<file path="src/nps_pkg.sv">
`timescale 1ns / 1ps
// ----------------------------------------------------------------------------
// nps_pkg
// Types and widths shared by the nearest-point-on-segment pipeline.
// ----------------------------------------------------------------------------
package nps_pkg;

  localparam int CW   = 32;          // coordinate width, Q16.16
  localparam int DW   = CW + 1;      // difference width
  localparam int PW   = 2 * DW;      // product of two differences
  localparam int DOTW = PW + 2;      // signed dot product
  localparam int AW   = DOTW - 1;    // dot magnitude
  localparam int HW   = 34;          // low split of the dot magnitude
  localparam int L2W  = PW;          // squared length, unsigned
  localparam int NW   = DW + AW;     // numerator magnitude
  localparam int QB   = 36;          // quotient bits, one divider cell each
  localparam int RW   = L2W + 1;     // partial remainder
  localparam int SW   = QB + 2;      // projected coordinate before clipping
  localparam int THW  = 32;          // threshold register width
  localparam int IXW  = 1;           // register index width

  localparam logic [IXW-1:0] REG_LINE_MODE = IXW'(0);
  localparam logic [IXW-1:0] REG_DOT_THR   = IXW'(1);
  localparam logic [THW-1:0] DOT_THR_RST   = THW'(429497);

  typedef enum logic [1:0] {
    CASE_START = 2'd0,
    CASE_PROJ  = 2'd1,
    CASE_END   = 2'd2,
    CASE_DEGEN = 2'd3
  } rcase_t;

  typedef struct packed {
    logic signed [CW-1:0] point_x;
    logic signed [CW-1:0] point_y;
    logic signed [CW-1:0] point_z;
    logic signed [CW-1:0] start_x;
    logic signed [CW-1:0] start_y;
    logic signed [CW-1:0] start_z;
    logic signed [CW-1:0] end_x;
    logic signed [CW-1:0] end_y;
    logic signed [CW-1:0] end_z;
  } nps_in_t;

  typedef struct packed {
    logic signed [CW-1:0] near_x;
    logic signed [CW-1:0] near_y;
    logic signed [CW-1:0] near_z;
    rcase_t               result_case;
    logic                 saturated;
  } nps_out_t;

  typedef struct packed {
    logic [2:0][CW-1:0] s;
    logic [2:0][CW-1:0] e;
    logic [2:0]         neg;
    logic               early;
    logic               line_mode;
  } nps_side_t;

  typedef struct packed {
    logic [2:0][RW-1:0] rem;
    logic [2:0][QB-1:0] nq;
    logic [L2W-1:0]     len2;
    nps_side_t          side;
  } nps_div_t;

endpackage

</file>
<file path="src/nps_div_cell.sv">
`timescale 1ns / 1ps
// ----------------------------------------------------------------------------
// nps_div_cell
// One restoring-division cell: one quotient bit for each of three lanes.
// ----------------------------------------------------------------------------
module nps_div_cell (
  input  logic              clk,
  input  logic              rst_n,
  input  logic              in_vld,
  output logic              in_rdy,
  input  nps_pkg::nps_div_t in_data,
  output logic              out_vld,
  input  logic              out_rdy,
  output nps_pkg::nps_div_t out_data
);
  import nps_pkg::*;

  logic     vld_r;
  nps_div_t dat_r;
  nps_div_t dat_nxt;
  logic [RW-1:0] r2 [3];
  logic [2:0]    ge;

  assign in_rdy   = !vld_r || out_rdy;
  assign out_vld  = vld_r;
  assign out_data = dat_r;

  always_comb begin
    dat_nxt = in_data;
    for (int i = 0; i < 3; i++) begin
      // shift the next numerator bit into the remainder, subtract if it fits
      r2[i] = {in_data.rem[i][RW-2:0], in_data.nq[i][QB-1]};
      ge[i] = r2[i] >= {1'b0, in_data.len2};
      dat_nxt.rem[i] = ge[i] ? r2[i] - {1'b0, in_data.len2} : r2[i];
      dat_nxt.nq[i]  = {in_data.nq[i][QB-2:0], ge[i]};
    end
  end

  always_ff @(posedge clk) begin
    if (!rst_n) begin
      vld_r <= 1'b0;
    end else if (in_rdy) begin
      vld_r <= in_vld;
    end
    if (in_rdy) dat_r <= dat_nxt;
  end

endmodule

</file>
<file path="config.mk">
export PLATFORM = sky130hd
export DESIGN_NAME = nps_div_cell
export DESIGN_NICKNAME = d
export VERILOG_FILES = /design/src/nps_pkg.sv /design/src/nps_div_cell.sv
export SDC_FILE = /design/constraint.sdc
export NUM_CORES = 1
export LEC_CHECK = 0
export BUFFER_PORTS_ARGS = -buffer_cell sky130_fd_sc_hd__buf_2
export CAP_MARGIN = 5
export CORE_AREA = 2 2 452 454
export CTS_CLUSTER_DIAMETER = 40
export DETAILED_ROUTE_END_ITERATION = 8
export DIE_AREA = 0 0 454 456
export GPL_TIMING_DRIVEN = 0
export PLACE_DENSITY = 0.32
export SLEW_MARGIN = 25
export SYNTH_ARGS = -nofsm -noshare
export SYNTH_HDL_FRONTEND = slang
export SYNTH_SLANG_ARGS = --single-unit
</file>
<file path="constraint.sdc">
create_clock -name clk -period 45.8 [get_ports clk]
set_input_delay 9.16 -clock clk [delete_from_list [all_inputs] [get_ports clk]]
set_output_delay 9.16 -clock clk [all_outputs]
set_load 0.02 [all_outputs]
</file>
# Word-level counts from Yosys, hierarchy flattened
# Cells that the tools add are included.
[totals]
in_bits = 576
ff_bits = 573
output_inout_bits = 574
wordCells = 28
[op_classes]
n_mux = 3
order_cmp = 3
n_reduce_logical = 2
add_sub_neg = 3
[ops]
columns = ["op", "n"]
rows = [
  ["$ge A67 B66 Y1", 3],
  ["$mux W67", 3],
  ["$sub A67 B66 Y67", 3],
  ["$logic_not A1 Y1", 1],
  ["$logic_or A1 B1 Y1", 1],
]

# Logic depth before layout (Yosys ltp)
# Gate-level depths: netlist (run 1).
[depth]
ltp_word = 2
mapped_depth = 17
ltp_nobuf = 15

# Least setup slack after synthesis (run 1)
# No wires, ideal clock.
[synth_path]
kind = "input to output"
start = "in out_rdy"
end = "out in_rdy"
path_stages = 1
path_buffers = 0
slack_ps = 13707
arrival_ps = 22933
required_time_ps = 36640
path_cell_list = "nand2b_1"
[synth_between]
elab_chain_len = 1
[synth_lines]
columns = ["item", "line_no", "rtl"]
rows = [
  ["start, declared", "nps_div_cell.sv:13", "input logic out_rdy,"],
  ["$logic_or A1 B1 Y1", "nps_div_cell.sv:24", "assign in_rdy = !vld_r || out_rdy;"],
  ["end, declared", "nps_div_cell.sv:10", "output logic in_rdy,"],
]
# Every way passes these cells.

# Worst setup path after layout (run 1)
# Ends and elaborated chain as after synthesis.

==> results of run 1 <==
[sequential cells by signal, summed over array words and instances, names as in the netlist]
register / count
out_data: 572
out_vld: 1
[power by group through the flow]
stage / registers, mW / clock network (mW) / logic (mW)
after floorplan: 0.774 / 0 / 0.176
after global placement: 0.707 / 0 / 0.480
after detailed placement: 0.682 / 0 / 0.482
after CTS: 0.674 / 1.14 / 0.484
after global routing: 0.678 / 1.16 / 0.506
final: 0.673 / 1.10 / 0.471
[final cells by class]
type                       instances  area [um^2]  area share (%)
clock inverter                   107         1410            3.06
tap                             2672         3340            7.24
clock buffer                     171         3870            8.40
multi-input combinational       2029        13100            28.4
inverter                         128          480            1.04
timing repair buffer            1162         6110            13.2
buffer                           128          548            1.19
antenna                           28         70.1           0.152
sequential                       573        17200            37.3
[kinds of logic (layout without fill, tap and decap cells)]
logic type      count (synthesis)  after routing  synth area share (%)
buf+inv                       256           1696                  3.27
simple gates                  763            763                  11.1
other cells                     0             28                     0
mux                            15             15                 0.508
xor+xnor                      183            183                  5.12
fa+ha+maj                     201            201                  8.11
flops                         573            573                  54.9
compound gates                867            867                  16.9
[layer usage]
layer	wire [um]	part of all wire (%)	vias to the layer above	track usage [%]
li1	-	-	13400	-
met2	109000	55	1078	35.4
met1	66400	34	14000	17.5
met4	9080	4.6	42	8.81
met3	11900	6.1	352	4.72
met5	264	0.13	-	0
[path summary, 6_finish.rpt]
path,endpoint,cells past startpoint
hold reg to reg,out_data[216]$_DFFE_PP_,1
hold / removal,out_data[216]$_DFFE_PP_,1
setup reg to reg,out_data[300]$_DFFE_PP_,7
setup / recovery,in_rdy,5
[cells in the final DEF, fill, tap and decap left out, drive strengths merged, types with 6 or more instances in the layout]
cell type and count:
mux2i 8, mux2 7, nor2 163, clkinv 68, nand2 331, a31oi 35, o21ai 263, clkinvlp 12
o31ai 12, o2111ai 7, bufinv 22, o211ai 14, o21bai 37, a21o 121, nand2b 23, a311oi 6
xnor2 90, or3 9, a21oi 275, a211oi 20, xor2 93, ha 198, and3 20, nor4 12
and2 14, nand3 41, nor3 37, diode 28, a21boi 12, nand4 68, nor2b 20, or4 6
edfxtp 572, clkbuf 268, buf 1193, o41ai 6, inv 133, o21a 21
==> results.md, run 1 <==
* Outcome: finished, final reports clean
* CTS tree: done
* Routed vias/inst at 4.12
* Die ar. at 0.207 mm^2
* Syn Nets at 3635
* Layout Cells excl Fill at 6998
* Pre-antenna DRT Iters at 5
* Post-Route Skew at 0.0419 ns
* Layout cells sized above 1 at 34.4%
* Max cap viols at 0
* Reg2Reg Setup Slack at 42.98 ns
* CP Class: primary input to output port
* Setup crit end kind: output port
* R2r startpoint: out_vld$_SDFFE_PN0P_
* I/O Pins at 1150
* First-pass GRT wire length at 256000 um
* Hold Violations, Final at 0
* Yosys cell types at 76
* Largest net degree at the start of global routing at 50
* Drt initial violations at 1497
* Critical-path top delay cell: nand2b_4
* Final nets at 4951
* Seq/Total Area, Yosys at 54.9%
* Comb pwr share at 20.9%
* WL per Instance at 28.1 um
* Final Setup Violations at 0
* Skew-Pair Late Insertion Delay at 0.80 ns
* Maximum VDD drop at 0.0000347 V
* Core Region at 0.202 mm^2
* Starting Density at 15.5%
* Worst-Margin Slew at 0.928 ns
* Htree depth at 4
* Final setup margin at 25.97 ns
* Sink Count at 573
* Ranking of synthesized cells by area: edfxtp_1, ha_1, a21oi_1
* Post-synth top area share at 54.9%
* Rel. slew slack at 37.4%
* Synth cell count leaders: edfxtp_1, nand2_1, a21oi_1
* CP delay by family, top: buffers and inverters
* Worst EP required at 36.64 ns
* Synth Flop Type: edfxtp_1
* CP startpoint kind: primary input
* Filler cell count at 22100
* Crit path buf inv count at 4
* CP Max Fanout at 49
* Final TNS setup at 0 ns
* Pwr/cell area at 48.7 mW/mm^2
* Total GRT Usage at 18.2%
* Initial antenna violation count at 103
* Avg Inst Size Synth at 10.9 um^2
* Crit path from: out_rdy
* Rows at 165
* Unrepaired setup endpoints after global routing: no
* Flops & latches, synth at 573
* DIE HEIGHT at 456 um
* Final Total Pwr at 2.25 mW
* Most frequent cell after synthesis: edfxtp_1
* Number of flops mapped to enable cells by yosys at 572
* DRC at 0
* CP Cell Sequence: buf_2, nand2b_4, buf_16, buf_16, buf_2
* Finished Cell Area at 0.0462 mm^2
* Final wirelength at 196000 um
* Final HPWL DP at 167000 um
* Area grow syn2layout at 47.5%
* Num CTS Buffers at 152
* Post-CTS setup buffer count at 0
* Clock-pin transition on the worst setup and hold timing paths at 0.04 ns
* Post-Place Setup Slack at 25.96 ns
* Async SR Flop Fraction at 0%
* Routed Antenna Nets at 0
* Max clock buf depth at 3
* Worst Hold Launch: out_vld$_SDFFE_PN0P_
* Internal at 1.53 mW
* Hold buffer count at CTS at 0
* Switching Share at 31.8%
* Clock power share at 49.1%
* DP Cell Count at 6692
* CP Data Arrival Time at 10.67 ns
* Hold WS at 0.988 ns
* Fin util at 22.9%
* Netlist Area Pre-Place at 0.0313 mm^2
* Fmax at 50.4 MHz
* Die W at 454 um
* Post-layout min period at 19.83 ns
* HP Class: register to register
* YS warnings at 0
* Final Slew Violations at 0
* IO Port Bufs at 1146
* Top cell type by total area after synthesis: edfxtp_1
* PostCTS Resize Cnt at 0
* Sequential power share at 29.9%
* Static leakage at 19.8 nW
* Root buf cell: clkbuf_16
* DP Area at 0.0408 mm^2
* Overflow after GRT at 0
* Fin crit share at 43.3%
* Post-Syn Instances at 2858
* Via count at 28800
* Vias in the first global route at 29500
* Sw Pwr at 715 uW
* Global placement routability congestion at 0.871
* Critical Path Max Stage Delay at 0.48 ns
No activity file was read; power rests on OpenSTA's default activity.
==> inputs of run 2 (changes only) <==
- clock period: 45.8 -> 20.2 ns (I/O delays scaled with it)
==> results.md, run 2 (same netlist as run 1, synthesis figures left out) <==
* Outcome: finished, final reports clean (unchanged)
* Sequential power share at 31.3% (was 29.9%)
* Maximum VDD drop at 0.0000792 V (was 0.0000347 V)
* CP Class: primary input to output port (unchanged)
* Internal at 3.27 mW (was 1.53 mW)
* Worst hold path depth at 2 (was 1)
* DRC at 0 (unchanged)
* HP Class: register to register (unchanged)
* Post-layout min period at 9.75 ns
* Critical Path Max Stage Delay at 0.27 ns (was 0.48 ns)
* Hold Path End: out_vld$_SDFFE_PN0P_ (was out_data[216]$_DFFE_PP_)
* Unrepaired setup endpoints after global routing: no (unchanged)
* Worst EP required at 16.16 ns (was 36.64 ns)
* Layout Cells excl Fill at 6988 (was 6998)
* Hold WS at 0.648 ns (was 0.988 ns)
* DP Cell Count at 6693 (was 6692)
* Final nets at 4948 (was 4951)
* Commonest non-fill, non-tap cell in the layout: buf_2 (unchanged)
* Pre-antenna DRT Iters at 9 (was 5)
* Worst Hold Launch: out_vld$_SDFFE_PN0P_ (unchanged)
* Via count at 28900 (was 28800)
* Clock-pin transition on the worst setup and hold timing paths at 0.04 ns (about the same)
* Global placement routability congestion at 0.871 (unchanged)
* First-pass GRT wire length at 261000 um (was 256000 um)
* Num CTS Buffers at 148 (was 152)
* Critical-path top delay cell: buf_12 (was nand2b_4)
* Max reg flops at 572 (unchanged)
* Starting Density at 15.5% (unchanged)
* Hold Violations, Final at 0 (unchanged)
* Drt initial violations at 1802 (was 1497)
* CP Data Arrival Time at 5.71 ns (was 10.67 ns)
* Routed vias/inst at 4.14 (was 4.12)
* Routed Antenna Nets at 0 (unchanged)
* CP Max Fanout at 39 (was 49)
* Hold buffer count at CTS at 0 (unchanged)
* PostCTS Resize Cnt at 0 (unchanged)
* CP startpoint kind: primary input (unchanged)
* Root buf cell: clkbuf_16 (unchanged)
* Rel. slew slack at 36.5% (was 37.4%)
* R2r worst-path depth at 6 (was 7)
* CP Cell Sequence: buf_2, nand2b_4, buf_16, buf_12, buf_16, buf_12, buf_2 (was buf_2, nand2b_4, buf_16, buf_16, buf_2)
* Die ar. at 0.207 mm^2 (unchanged)
* Worst-Margin Slew at 0.943 ns (was 0.928 ns)
* Clock power share at 46.8% (was 49.1%)
* DIE HEIGHT at 456 um (unchanged)
* Overflow after GRT at 0 (unchanged)
* Switching Share at 33.0% (was 31.8%)
* WL per Instance at 28.7 um (was 28.1 um)
* Fmax at 103 MHz
* Pwr/cell area at 107 mW/mm^2 (was 48.7 mW/mm^2)
* Total GRT Usage at 18.6% (was 18.2%)
* Core Region at 0.202 mm^2 (unchanged)
* Fin crit share at 48.3%
* Max cap viols at 0 (unchanged)
* Most frequent cells in the layout: buf_2, edfxtp_1, nand2_1 (unchanged)
* IO Port Bufs at 1146 (unchanged)
* Die W at 454 um (unchanged)
* Comb pwr share at 21.9% (was 20.9%)
* Reg-to-reg critical path endpoint: out_data[282]$_DFFE_PP_ (was out_data[300]$_DFFE_PP_)
* Post-Route Skew at 0.0408 ns (was 0.0419 ns)
* Sw Pwr at 1.61 mW (was 715 uW)
* Final Setup Violations at 0 (unchanged)
* Final TNS setup at 0 ns (unchanged)
* Reg2Reg Setup Slack at 17.95 ns (was 42.98 ns)
* I/O Pins at 1150 (unchanged)
* R2r startpoint: out_vld$_SDFFE_PN0P_ (unchanged)
* Vias in the first global route at 29600 (was 29500)
* Final wirelength at 200000 um (was 196000 um)
* Layout cells sized above 1 at 33.9% (was 34.4%)
* Area grow syn2layout at 46.0% (was 47.5%)
* Initial antenna violation count at 105 (was 103)
* Largest net degree at the start of global routing at 49 (was 50)
* Final HPWL DP at 172000 um (was 167000 um)
* Max clock buf depth at 3 (unchanged)
* CTS tree: done (unchanged)
* Htree depth at 4 (unchanged)
* Static leakage at 19.5 nW (was 19.8 nW)
* Post-CTS setup buffer count at 0 (unchanged)
* Setup crit end kind: output port (unchanged)
* Final Slew Violations at 0 (unchanged)
* Sink Count at 573 (unchanged)
* Rows at 165 (unchanged)
* Skew-Pair Late Insertion Delay at 0.80 ns (about the same)
## run 2: changes by cell type in the layout (fill, tap and decap cells not counted), sizes merged
cell	delta
bufinv	-14
clkinvlp	+4
diode	-4
clkbuf	+3
buf	+1
## run 2: cell type report
cell class                      count  area, um^2
Fill cell                       22100      156000
Buffer                            128         548
Multi-Input combinational cell   2029       13100
Antenna cell                       24        60.1
Tap cell                         2672        3340
Inverter                          128         480
Sequential cell                   573       17200
Clock buffer                      174        3820
Clock inverter                     97        1000
Timing Repair Buffer             1163        6130
## run 2: worst max path at each step
stage                 startpoint                       to  slack [ns]  cells past startpoint
global route             out_rdy                   in_rdy       10.34                      7
finish                   out_rdy                   in_rdy       10.45                      7
global placement         out_rdy                   in_rdy       -1.90                      3
floorplan                out_rdy                   in_rdy        4.94                      1
detailed placement  in_data[198]  out_data[570]$_DFFE_PP_       10.25                     15
CTS                      out_rdy                   in_rdy       10.41                      7
## run 2: layer usage
layer	vias up	part of all wire [%]	track usage, %
li1	13300	-	-
met3	364	6.1	4.78
met4	38	4.3	7.30
met2	1095	56	37.0
met1	14100	34	17.7
met5	-	0.11	0
## run 2: critical path, delay by kind of cell
kind,cells,cell delay (ns)
AND/OR/NAND/NOR,1,0.20
buffers and inverters,6,1.29
## run 2: metrics by stage
step / util [%] / total power, mW / instance area (um^2) / worst slack, ns
floorplan: - / 2.14 / 31300 / 4.94
global placement: 20.0 / 2.67 / 40400 / -1.90
detailed placement: 20.2 / 2.64 / 40800 / 10.25
CTS: 22.6 / 4.98 / 45600 / 10.41
global route: 22.6 / 5.10 / 45700 / 10.34
finish: 22.7 / 4.88 / 45700 / 10.45
## run 2: power by group through the flow
stage | Combinational (mW) | Sequential [mW] | Clock, mW
6_report | 1.07 | 1.53 | 2.28
4_1_cts | 1.10 | 1.53 | 2.35
5_1_grt | 1.15 | 1.54 | 2.41
3_3_place_gp | 1.09 | 1.58 | 0
3_5_place_dp | 1.09 | 1.55 | 0
2_1_floorplan | 0.399 | 1.74 | 0
