### config.mk
export PLATFORM = sky130hd
export DESIGN_NAME = nps_back
export DESIGN_NICKNAME = d
export VERILOG_FILES = /design/src/nps_pkg.sv /design/src/nps_back.sv
export SDC_FILE = /design/constraint.sdc
export NUM_CORES = 1
export LEC_CHECK = 0
export ABC_AREA = 1
export BUFFER_PORTS_ARGS = -buffer_cell sky130_fd_sc_hd__clkbuf_2
export CAP_MARGIN = 10
export CORE_AREA = 2 2 264 266
export CTS_CLUSTER_SIZE = 40
export DETAILED_ROUTE_END_ITERATION = 10
export DIE_AREA = 0 0 266 268
export PLACE_DENSITY_LB_ADDON = 0.15
export SLEW_MARGIN = 20
export SYNTH_ARGS = -nofsm -noshare
export SYNTH_HDL_FRONTEND = slang
export SYNTH_SLANG_ARGS = --single-unit
### constraint.sdc
create_clock -name clk -period 18.1 [get_ports clk]
set_clock_uncertainty 0.2 [all_clocks]
set_input_delay 1.81 -clock clk [delete_from_list [all_inputs] [get_ports clk]]
set_output_delay 1.81 -clock clk [all_outputs]
set_load 0.02 [all_outputs]
### src/nps_pkg.sv
`timescale 1ns / 1ps
// ----------------------------------------------------------------------------
// nps_pkg
// Types and widths shared by the nearest-point-on-segment pipeline.
// ----------------------------------------------------------------------------
package nps_pkg;

  localparam int CW   = 32;          // coordinate width, Q16.16
  localparam int DW   = CW + 1;      // difference width
  localparam int PW   = 2 * DW;      // product of two differences
  localparam int DOTW = PW + 2;      // signed dot product
  localparam int AW   = DOTW - 1;    // dot magnitude
  localparam int HW   = 34;          // low split of the dot magnitude
  localparam int L2W  = PW;          // squared length, unsigned
  localparam int NW   = DW + AW;     // numerator magnitude
  localparam int QB   = 36;          // quotient bits, one divider cell each
  localparam int RW   = L2W + 1;     // partial remainder
  localparam int SW   = QB + 2;      // projected coordinate before clipping
  localparam int THW  = 32;          // threshold register width
  localparam int IXW  = 1;           // register index width

  localparam logic [IXW-1:0] REG_LINE_MODE = IXW'(0);
  localparam logic [IXW-1:0] REG_DOT_THR   = IXW'(1);
  localparam logic [THW-1:0] DOT_THR_RST   = THW'(429497);

  typedef enum logic [1:0] {
    CASE_START = 2'd0,
    CASE_PROJ  = 2'd1,
    CASE_END   = 2'd2,
    CASE_DEGEN = 2'd3
  } rcase_t;

  typedef struct packed {
    logic signed [CW-1:0] point_x;
    logic signed [CW-1:0] point_y;
    logic signed [CW-1:0] point_z;
    logic signed [CW-1:0] start_x;
    logic signed [CW-1:0] start_y;
    logic signed [CW-1:0] start_z;
    logic signed [CW-1:0] end_x;
    logic signed [CW-1:0] end_y;
    logic signed [CW-1:0] end_z;
  } nps_in_t;

  typedef struct packed {
    logic signed [CW-1:0] near_x;
    logic signed [CW-1:0] near_y;
    logic signed [CW-1:0] near_z;
    rcase_t               result_case;
    logic                 saturated;
  } nps_out_t;

  typedef struct packed {
    logic [2:0][CW-1:0] s;
    logic [2:0][CW-1:0] e;
    logic [2:0]         neg;
    logic               early;
    logic               line_mode;
  } nps_side_t;

  typedef struct packed {
    logic [2:0][RW-1:0] rem;
    logic [2:0][QB-1:0] nq;
    logic [L2W-1:0]     len2;
    nps_side_t          side;
  } nps_div_t;

endpackage

### src/nps_back.sv
`timescale 1ns / 1ps
// ----------------------------------------------------------------------------
// nps_back
// Output stage: signs the quotient, adds the start point, returns the start or
// end point in their cases or saturates, and holds the result until it is taken.
// ----------------------------------------------------------------------------
module nps_back (
  input  logic              clk,
  input  logic              rst_n,
  input  logic              in_vld,
  output logic              in_rdy,
  input  nps_pkg::nps_div_t in_data,
  output logic              out_vld,
  input  logic              out_rdy,
  output nps_pkg::nps_out_t out_data
);
  import nps_pkg::*;

  logic     vld_r;
  nps_out_t out_r;
  nps_out_t out_nxt;

  logic signed [SW-1:0] sq [3];
  logic signed [SW-1:0] proj [3];
  logic signed [SW-1:0] sx [3];
  logic signed [SW-1:0] ex [3];
  logic [2:0]           outside, fits;
  logic [2:0][CW-1:0]   res;
  logic                 go_end;

  assign in_rdy   = !vld_r || out_rdy;
  assign out_vld  = vld_r;
  assign out_data = out_r;

  always_comb begin
    for (int i = 0; i < 3; i++) begin
      sx[i]   = SW'($signed(in_data.side.s[i]));
      ex[i]   = SW'($signed(in_data.side.e[i]));
      sq[i]   = in_data.side.neg[i] ? -$signed({2'b00, in_data.nq[i]})
                                    :  $signed({2'b00, in_data.nq[i]});
      proj[i] = sx[i] + sq[i];
      outside[i] = (sx[i] < ex[i]) ? (proj[i] < sx[i] || proj[i] > ex[i])
                                   : (proj[i] < ex[i] || proj[i] > sx[i]);
      fits[i] = (proj[i][SW-1:CW-1] == '0) || (proj[i][SW-1:CW-1] == '1);
    end
    go_end = !in_data.side.line_mode && (outside != 3'b000);
    out_nxt.saturated = 1'b0;
    if (in_data.side.early) begin
      res = in_data.side.s;
      out_nxt.result_case = in_data.side.line_mode ? CASE_DEGEN : CASE_START;
    end else if (go_end) begin
      res = in_data.side.e;
      out_nxt.result_case = CASE_END;
    end else begin
      out_nxt.result_case = CASE_PROJ;
      for (int i = 0; i < 3; i++) begin
        if (fits[i]) begin
          res[i] = proj[i][CW-1:0];
        end else begin
          // clip to the most negative or most positive code
          res[i] = proj[i][SW-1] ? {1'b1, {(CW-1){1'b0}}} : {1'b0, {(CW-1){1'b1}}};
          out_nxt.saturated = 1'b1;
        end
      end
    end
    out_nxt.near_x = res[0];
    out_nxt.near_y = res[1];
    out_nxt.near_z = res[2];
  end

  always_ff @(posedge clk) begin
    if (!rst_n) begin
      vld_r <= 1'b0;
    end else if (in_rdy) begin
      vld_r <= in_vld;
    end
    if (in_rdy) out_r <= out_nxt;
  end

  a_sat_only_proj: assert property (@(posedge clk) disable iff (!rst_n)
    vld_r && out_r.saturated |-> out_r.result_case == CASE_PROJ)
    else $error("saturation flagged on a non-projected result");

  a_early_start: assert property (@(posedge clk) disable iff (!rst_n)
    in_vld && in_rdy && in_data.side.early && !in_data.side.line_mode
    |=> vld_r && out_r.result_case == CASE_START)
    else $error("early segment request did not return start point");

  a_late_case: assert property (@(posedge clk) disable iff (!rst_n)
    in_vld && in_rdy && !in_data.side.early
    |=> vld_r && (out_r.result_case == CASE_PROJ || out_r.result_case == CASE_END))
    else $error("divided request returned start or degenerate case");

endmodule
== After elaboration in Yosys (flattened, before gate mapping) ==
Index checks and enable logic that the tools add are counted.
Cells by class
  $add $sub $neg: 6
  $lt $le $gt $ge: 15
  equality and inequality tests: 3
  muxes and demuxes: 20
  reduce and logical (&&, ||, !) cells: 18
Operator list (number)
  > comparator 38 x 32 -> 1 bit: 6
  < comparator 38 x 32 -> 1 bit: 6
  two-way mux 32 bit: 6
  two-way mux 96 bit: 2
  adder 32 x 38 -> 38 bit: 3
  two-way mux 38 bit: 3
  negator 36 -> 38 bit: 3
  < comparator 32 bit: 3
  equality test 7 bit, second input constant: 3
  logical NOT 7 bit: 3
  logical OR 1 bit: 10
  two-way mux 1 bit: 6
  two-way mux 2 bit: 3
  nonzero test 3 bit: 1
  logical NOT 1 bit: 2
  OR reduction 2 bit: 1
  logical AND 1 bit: 1
Storage, ports and cells
  bits in registers: 100
  bits of input ports: 576
  output and inout bits: 101
  word-level logic and storage cells: 68

== Longest topological paths before layout ==
Gate-level depths: netlist of the first run.
  word-level depth: 10
  depth in mapped cells: 42
  gate-level depth less buffers: 40

== Least setup slack after synthesis of the first run ==
OpenSTA, ideal clock, no wires.
  kind: input -> register
  start: in in_data[300] (netlist name)
  end: reg out_r (netlist bit out_data[33]), data pin
  library setup time: 260 ps
  data arrival time: 6587 ps
  data required time: 17640 ps
  setup slack: 11054 ps
  cell stages on the path: 39
  buffers on the path: 2
  cells stage by stage: inv_1 ha_1 nand4_1 nor3_1 nand2_1 nor2_1 nand3_1 nor3_1 a21oi_1 nor2_1 o21ai_0 xor2_1 ha_1 a21oi_1 nor2_1 o21ai_0 nand3_1 a21oi_1 [3 not listed] ha_1 nand2_1 nor2_1 nand2_1 nor2_2 nand3b_1 nor2_1 nor2_1 nand2_1 nand2_1 nand3_1 nand3_1 nand2_1 nand3_4 buf_4 buf_2 nand4_1 nand3_1
RTL lines
  from (decl): RTL line nps_back.sv:12  | input nps_pkg::nps_div_t in_data,
  to (signal assigned): RTL line nps_back.sv:77  | if (in_rdy) out_r <= out_nxt;
  to (decl): RTL line nps_back.sv:20  | nps_out_t out_r;

==> metrics, run 1 <==
status=finished clean; Worst Reg2Reg Path Length in Cells=2; peak supply drop=0.0000517 V; peak fanout along the critical path=54; Starting Density=37.2%; Synth Warn #=0; nets=5616; initial antenna violation count=6; hold path depth=1; synthesized area=25400 um^2; Placed Area=28100 um^2; fraction of layout cells with a size suffix above 1=10.3%; largest net degree at the start of global routing=110; Die Wd=266 um; Die Height=268 um; CTS Hold Buffers Added=0; post-DP HPWL=81600 um; clock period minus worst slack=9970 ps; async set-reset flop share out of synthesis=0%; Clock Tree Buf Depth=2; Crit. End Element=flip-flop; largest area contributor in the netlist=ha_1; post-layout util=41.7%; Distinct cells, synth=44; HP Class=flip-flop to flip-flop; CTS sink count=100; vias in the first global route=26300; final period utilization=55.1%; post-CTS setup buffers=0; Worst-path clk slew=90 ps; Core Area=68200 um^2; vias per cell=5.19; io pins=677; max-slew violations=0; post-synth top area share=21.4%; startpoint types=primary input; final instance area=28500 um^2; ys flop type=edfxtp_1; number of synthesized flops with an enable pin=99; Mapped Cells=4264; number of CTS-inserted buffers=9; slowest stage cell, crit path=nand2_4; fmax=100 MHz; IO buf count=409; Max-Cap Viols=0; Root Buffer=clkbuf_16; count leader, synth=nand2_1; Clock Latency Late Sink=380 ps; Least-Margin Pin Slew=935 ps; crit path DAT=9970 ps; top cells by count, synth=1421 x nand2_1, 610 x inv_1, 434 x ha_1; worst path required time=18100 ps; first-pass GRT wire length=149000 um; Mean Syn Cell Area=5.95 um^2; DRC Markers=0; drt wl/cell=17.8 um; kind of cell adding the most delay to the critical path=simple AND/OR/NAND/NOR gates; RSZ-0062 raised after global routing=no; Placer Congestion=0.958; H-tree level count=3; final hold viol count=0; DRT Pass-1 Iters=7; WL final=97600 um; slew margin rel.=37.6%; DRT antenna net count=0; setup violators final=0; CTS tree=yes; Layout area overhead=12.1%; Syn Nets=5277; DRT iter0 DRCs=1902; die area=71300 um^2; Worst Setup Path Type=primary input to flip-flop; total gr overflow=0; slowest stage delay, CP=830 ps; LEAKAGE=16.0 nW; post-synthesis register bit count=100; sequential area share after synthesis=11.8%; Worst Path Buf+Inv=4; Vias=28500; pwr/cell area=63.6 nW/um^2; Final TNS setup=0 ps; largest cells by area after synthesis=ha_1 21%, nand2_1 21%, edfxtp_1 12%; Core Rows=96; CP most frequent cell=nand2_1; CTS resizes=0; GRT Overall Usage=26.7%; logic depth of the worst path, buffers included=39
## metal layers
layer	GRT usage [%]	wire length (um)	up-vias
met5	0	13	-
met3	3.93	6370	91
met1	37.1	45900	12900
li1	-	-	14600
met2	43.6	43400	897
met4	6.06	1940	2
## where the power goes
part	total, W	switching, W	leakage [nW]	internal, W
Sequential	0.000301	0.0000102	1.06	0.000290
Combinational	0.00130	0.000862	14.8	0.000436
Clock	0.000211	0.000113	0.145	0.0000976
Total	0.00181	0.000986	16.0	0.000824
## kinds of logic after synthesis
family | share of synthesized area, %
AO/OA/AOI/OAI | 8.91
XOR/XNOR | 6.55
adder cells (fa/ha/maj) | 21.6
buffers and inverters | 11.0
flip-flops | 11.8
AND/OR/NAND/NOR | 40.2
## sequential cells by signal (all words and copies together), names as in the netlist
name and flops:
out_data 99, out_vld 1
## worst register-to-register path, delay by kind of cell (launching register included)
family | cells | cell delay [ps]
buf+inv | 1 | 630
simple gates | 1 | 420
flops | 1 | 340
## metrics by stage
| step | hold WS [ps] | cells | setup WS [ps] | total power, W |
|---|---|---|---|---|
| global placement | 834 | 5474 | 7720 | 0.00158 |
| CTS | 866 | 5490 | 8150 | 0.00182 |
| detailed placement | 841 | 5474 | 7750 | 0.00159 |
| finish | 822 | 5495 | 8130 | 0.00181 |
| global route | 888 | 5495 | 7120 | 0.00200 |
| floorplan | 1750 | 4264 | 11050 | 0.00120 |
## final cells by class
type	count	area [um^2]
fillers	7612	39800
multi-input cells	3458	19600
flip-flops and latches	100	2990
inverters	617	2320
repair buffers	417	2110
well taps	882	1100
clock buffers	9	225
clock inverters	7	73.8
diodes	5	12.5
## placed cells by master (no fill, tap or decap), drive strengths merged
master  instances
o211ai          5
a211oi          2
buf             9
nor4b           1
inv           617
nor2          393
or2             4
nor3           45
nor4           18
o31ai           8
ha            434
o21a            4
clkbuf        417
fa              3
nand3b          8
o21ai          85
and3            2
xor2          115
diode           5
a21boi          4
a31oi          25
a21oi         238
xnor2          75
nor3b           3
a21o           19
and2            5
nand4         137
nand3         373
nand2        1430
dfxtp           1
edfxtp         99
o21bai         22
clkinv          7
## path summary, 6_finish.rpt
kind                start           end  slack [ps]
min               out_vld  out_data[88]         820
max reg2reg       out_vld  out_data[59]       16140
max          in_data[263]  out_data[84]        8130
min reg2reg       out_vld  out_data[88]         820
Power figures use the tool's default switching activity.
==> run 2, diff against run 1 <==
- CORE_AREA: 2 2 264 266 -> 2 2 265 267
- DIE_AREA: 0 0 266 268 -> 0 0 267 269
- clock period: 18.1 -> 10.03 ns (I/O delays scaled with it)
==> run 2 against run 1 <==
Power increased by 80%. Cell count grew 1.1%. Critical endpoint is now out_data[85]. Design area increased by 0.36%. Critical path type unchanged. Global-route usage down 0.33 points.
==> metrics, run 2 (same netlist as run 1, synthesis figures left out) <==
WL final=97000 um (was 97600 um); total gr overflow=0 (unchanged); crit path DAT=8340 ps (was 9970 ps); Max-Cap Viols=0 (unchanged); first-pass GRT wire length=147000 um (was 149000 um); Layout area overhead=12.5% (was 12.1%); fraction of layout cells with a size suffix above 1=10.4% (was 10.3%); number of CTS-inserted buffers=9 (unchanged); H-tree level count=3 (unchanged); Vias=28300 (was 28500); LEAKAGE=16.0 nW (about the same); Root Buffer=clkbuf_16 (unchanged); final period utilization=83.2%; CTS resizes=0 (unchanged); CP most frequent cell=nand2_1 (unchanged); DRC Markers=0 (unchanged); metal2 WL=43100 um (was 43400 um); most common cell after layout, fill and taps aside=nand2_1 (unchanged); vias per cell=5.10 (was 5.19); commonest non-fill, non-tap cells in the layout=1420 x nand2_1, 609 x inv_1, 434 x ha_1 (unchanged); Placer Congestion=0.958 (about the same); largest net degree at the start of global routing=99 (was 110); nets=5618 (was 5616); Non-Filler Instances=5555 (was 5495); vias in the first global route=26100 (was 26300); peak fanout along the critical path=54 (unchanged); Die Height=269 um (was 268 um); DRT iter0 DRCs=1813 (was 1902); placed cell count=5534 (was 5474); Worst Path Buf+Inv=5 (was 4); Least-Margin Pin Slew=1030 ps (was 935 ps); Clock Latency Late Sink=370 ps (was 380 ps); worst path required time=10030 ps (was 18100 ps); max-slew violations=0 (unchanged); Final TNS setup=0 ps (unchanged); Clock Tree Buf Depth=2 (unchanged); CTS Hold Buffers Added=0 (unchanged); status=finished clean (unchanged); top sig layer=met5 (unchanged); Filler cells=7751 (was 7612); slowest stage cell, crit path=buf_4 (was nand2_4); met1 WL=45700 um (was 45900 um); Starting Density=36.6% (was 37.2%); Largest register FFs=99 (unchanged); kind of cell adding the most delay to the critical path=simple AND/OR/NAND/NOR gates (unchanged); final hold viol count=0 (unchanged); CTS sink count=100 (unchanged); fmax=120 MHz; Crit. End Element=flip-flop (unchanged); Core Rows=97 (was 96); Worst Setup Path Type=primary input to flip-flop (unchanged); die area=71800 um^2 (was 71300 um^2); Worst-path clk slew=70 ps (was 90 ps); DR WL met3=6470 um (was 6370 um); IO buf count=409 (unchanged); clock period minus worst slack=8340 ps; slowest stage delay, CP=670 ps (was 830 ps); slew margin rel.=31.1% (was 37.6%); drt wl/cell=17.5 um (was 17.8 um); io pins=677 (unchanged); RSZ-0062 raised after global routing=no (unchanged); HP Class=flip-flop to flip-flop (unchanged); DRT Pass-1 Iters=6 (was 7); CTS tree=yes (unchanged); post-DP HPWL=81800 um (was 81600 um); DRT antenna net count=0 (unchanged); Die Wd=267 um (was 266 um); initial antenna violation count=6 (unchanged); post-CTS setup buffers=0 (unchanged); peak supply drop=0.0000779 V (was 0.0000517 V); Core Area=69300 um^2 (was 68200 um^2); setup violators final=0 (unchanged); pwr/cell area=114 nW/um^2 (was 63.6 nW/um^2); GRT Overall Usage=26.4% (was 26.7%); startpoint types=primary input (unchanged)
## run 2: worst paths after layout
check / start / endpoint / slack [ps] / cells past startpoint
hold reg to reg: out_vld / out_vld / 610 / 2
setup / recovery: in_data[263] / out_data[85] / 1690 / 39
hold / removal: out_vld / out_vld / 610 / 2
setup reg to reg: out_vld / out_data[35] / 7580 / 3
## run 2: layout make-up
cell class                      instances  area, um^2  area share (%)
Tap cell                              940        1180            4.12
Timing Repair Buffer                  419        2120            7.44
Sequential cell                       100        2990            10.5
Antenna cell                            5        12.5          0.0438
Clock buffer                           11         253           0.885
Inverter                              617        2320            8.13
Clock inverter                          5        53.8           0.188
Multi-Input combinational cell       3458       19600            68.7
## run 2: power breakdown
group / switching [W] / leakage, nW / internal, W / total (W)
combinational: 0.00155 / 14.8 / 0.000787 / 0.00234
sequential: 0.0000212 / 1.06 / 0.000524 / 0.000546
clock: 0.000189 / 0.151 / 0.000188 / 0.000377
total: 0.00176 / 16.0 / 0.00150 / 0.00326
## run 2: through the flow
stage               hold WS [ps]  cell area [um^2]  util, %  worst slack, ps  total power [W]
global placement             633             28200     40.7             1470          0.00286
floorplan                    944             25400        -             3790          0.00217
CTS                          628             28500     41.2             1860          0.00326
finish                       614             28600     41.2             1690          0.00326
detailed placement           622             28200     40.7             1490          0.00286
global route                 638             28600     41.2              976          0.00361
## run 2: layer usage
metal,up-vias,track usage (%)
met4,2,5.21
met1,12800,36.5
li1,14600,-
met3,81,4.05
met5,-,0
met2,863,43.4
## run 2: worst register-to-register path, delay by kind of cell (launching register included)
family / cells / cell delay [ps]
buffers and inverters: 2 / 1200
DFF: 1 / 340
and+or+nand+nor: 1 / 280
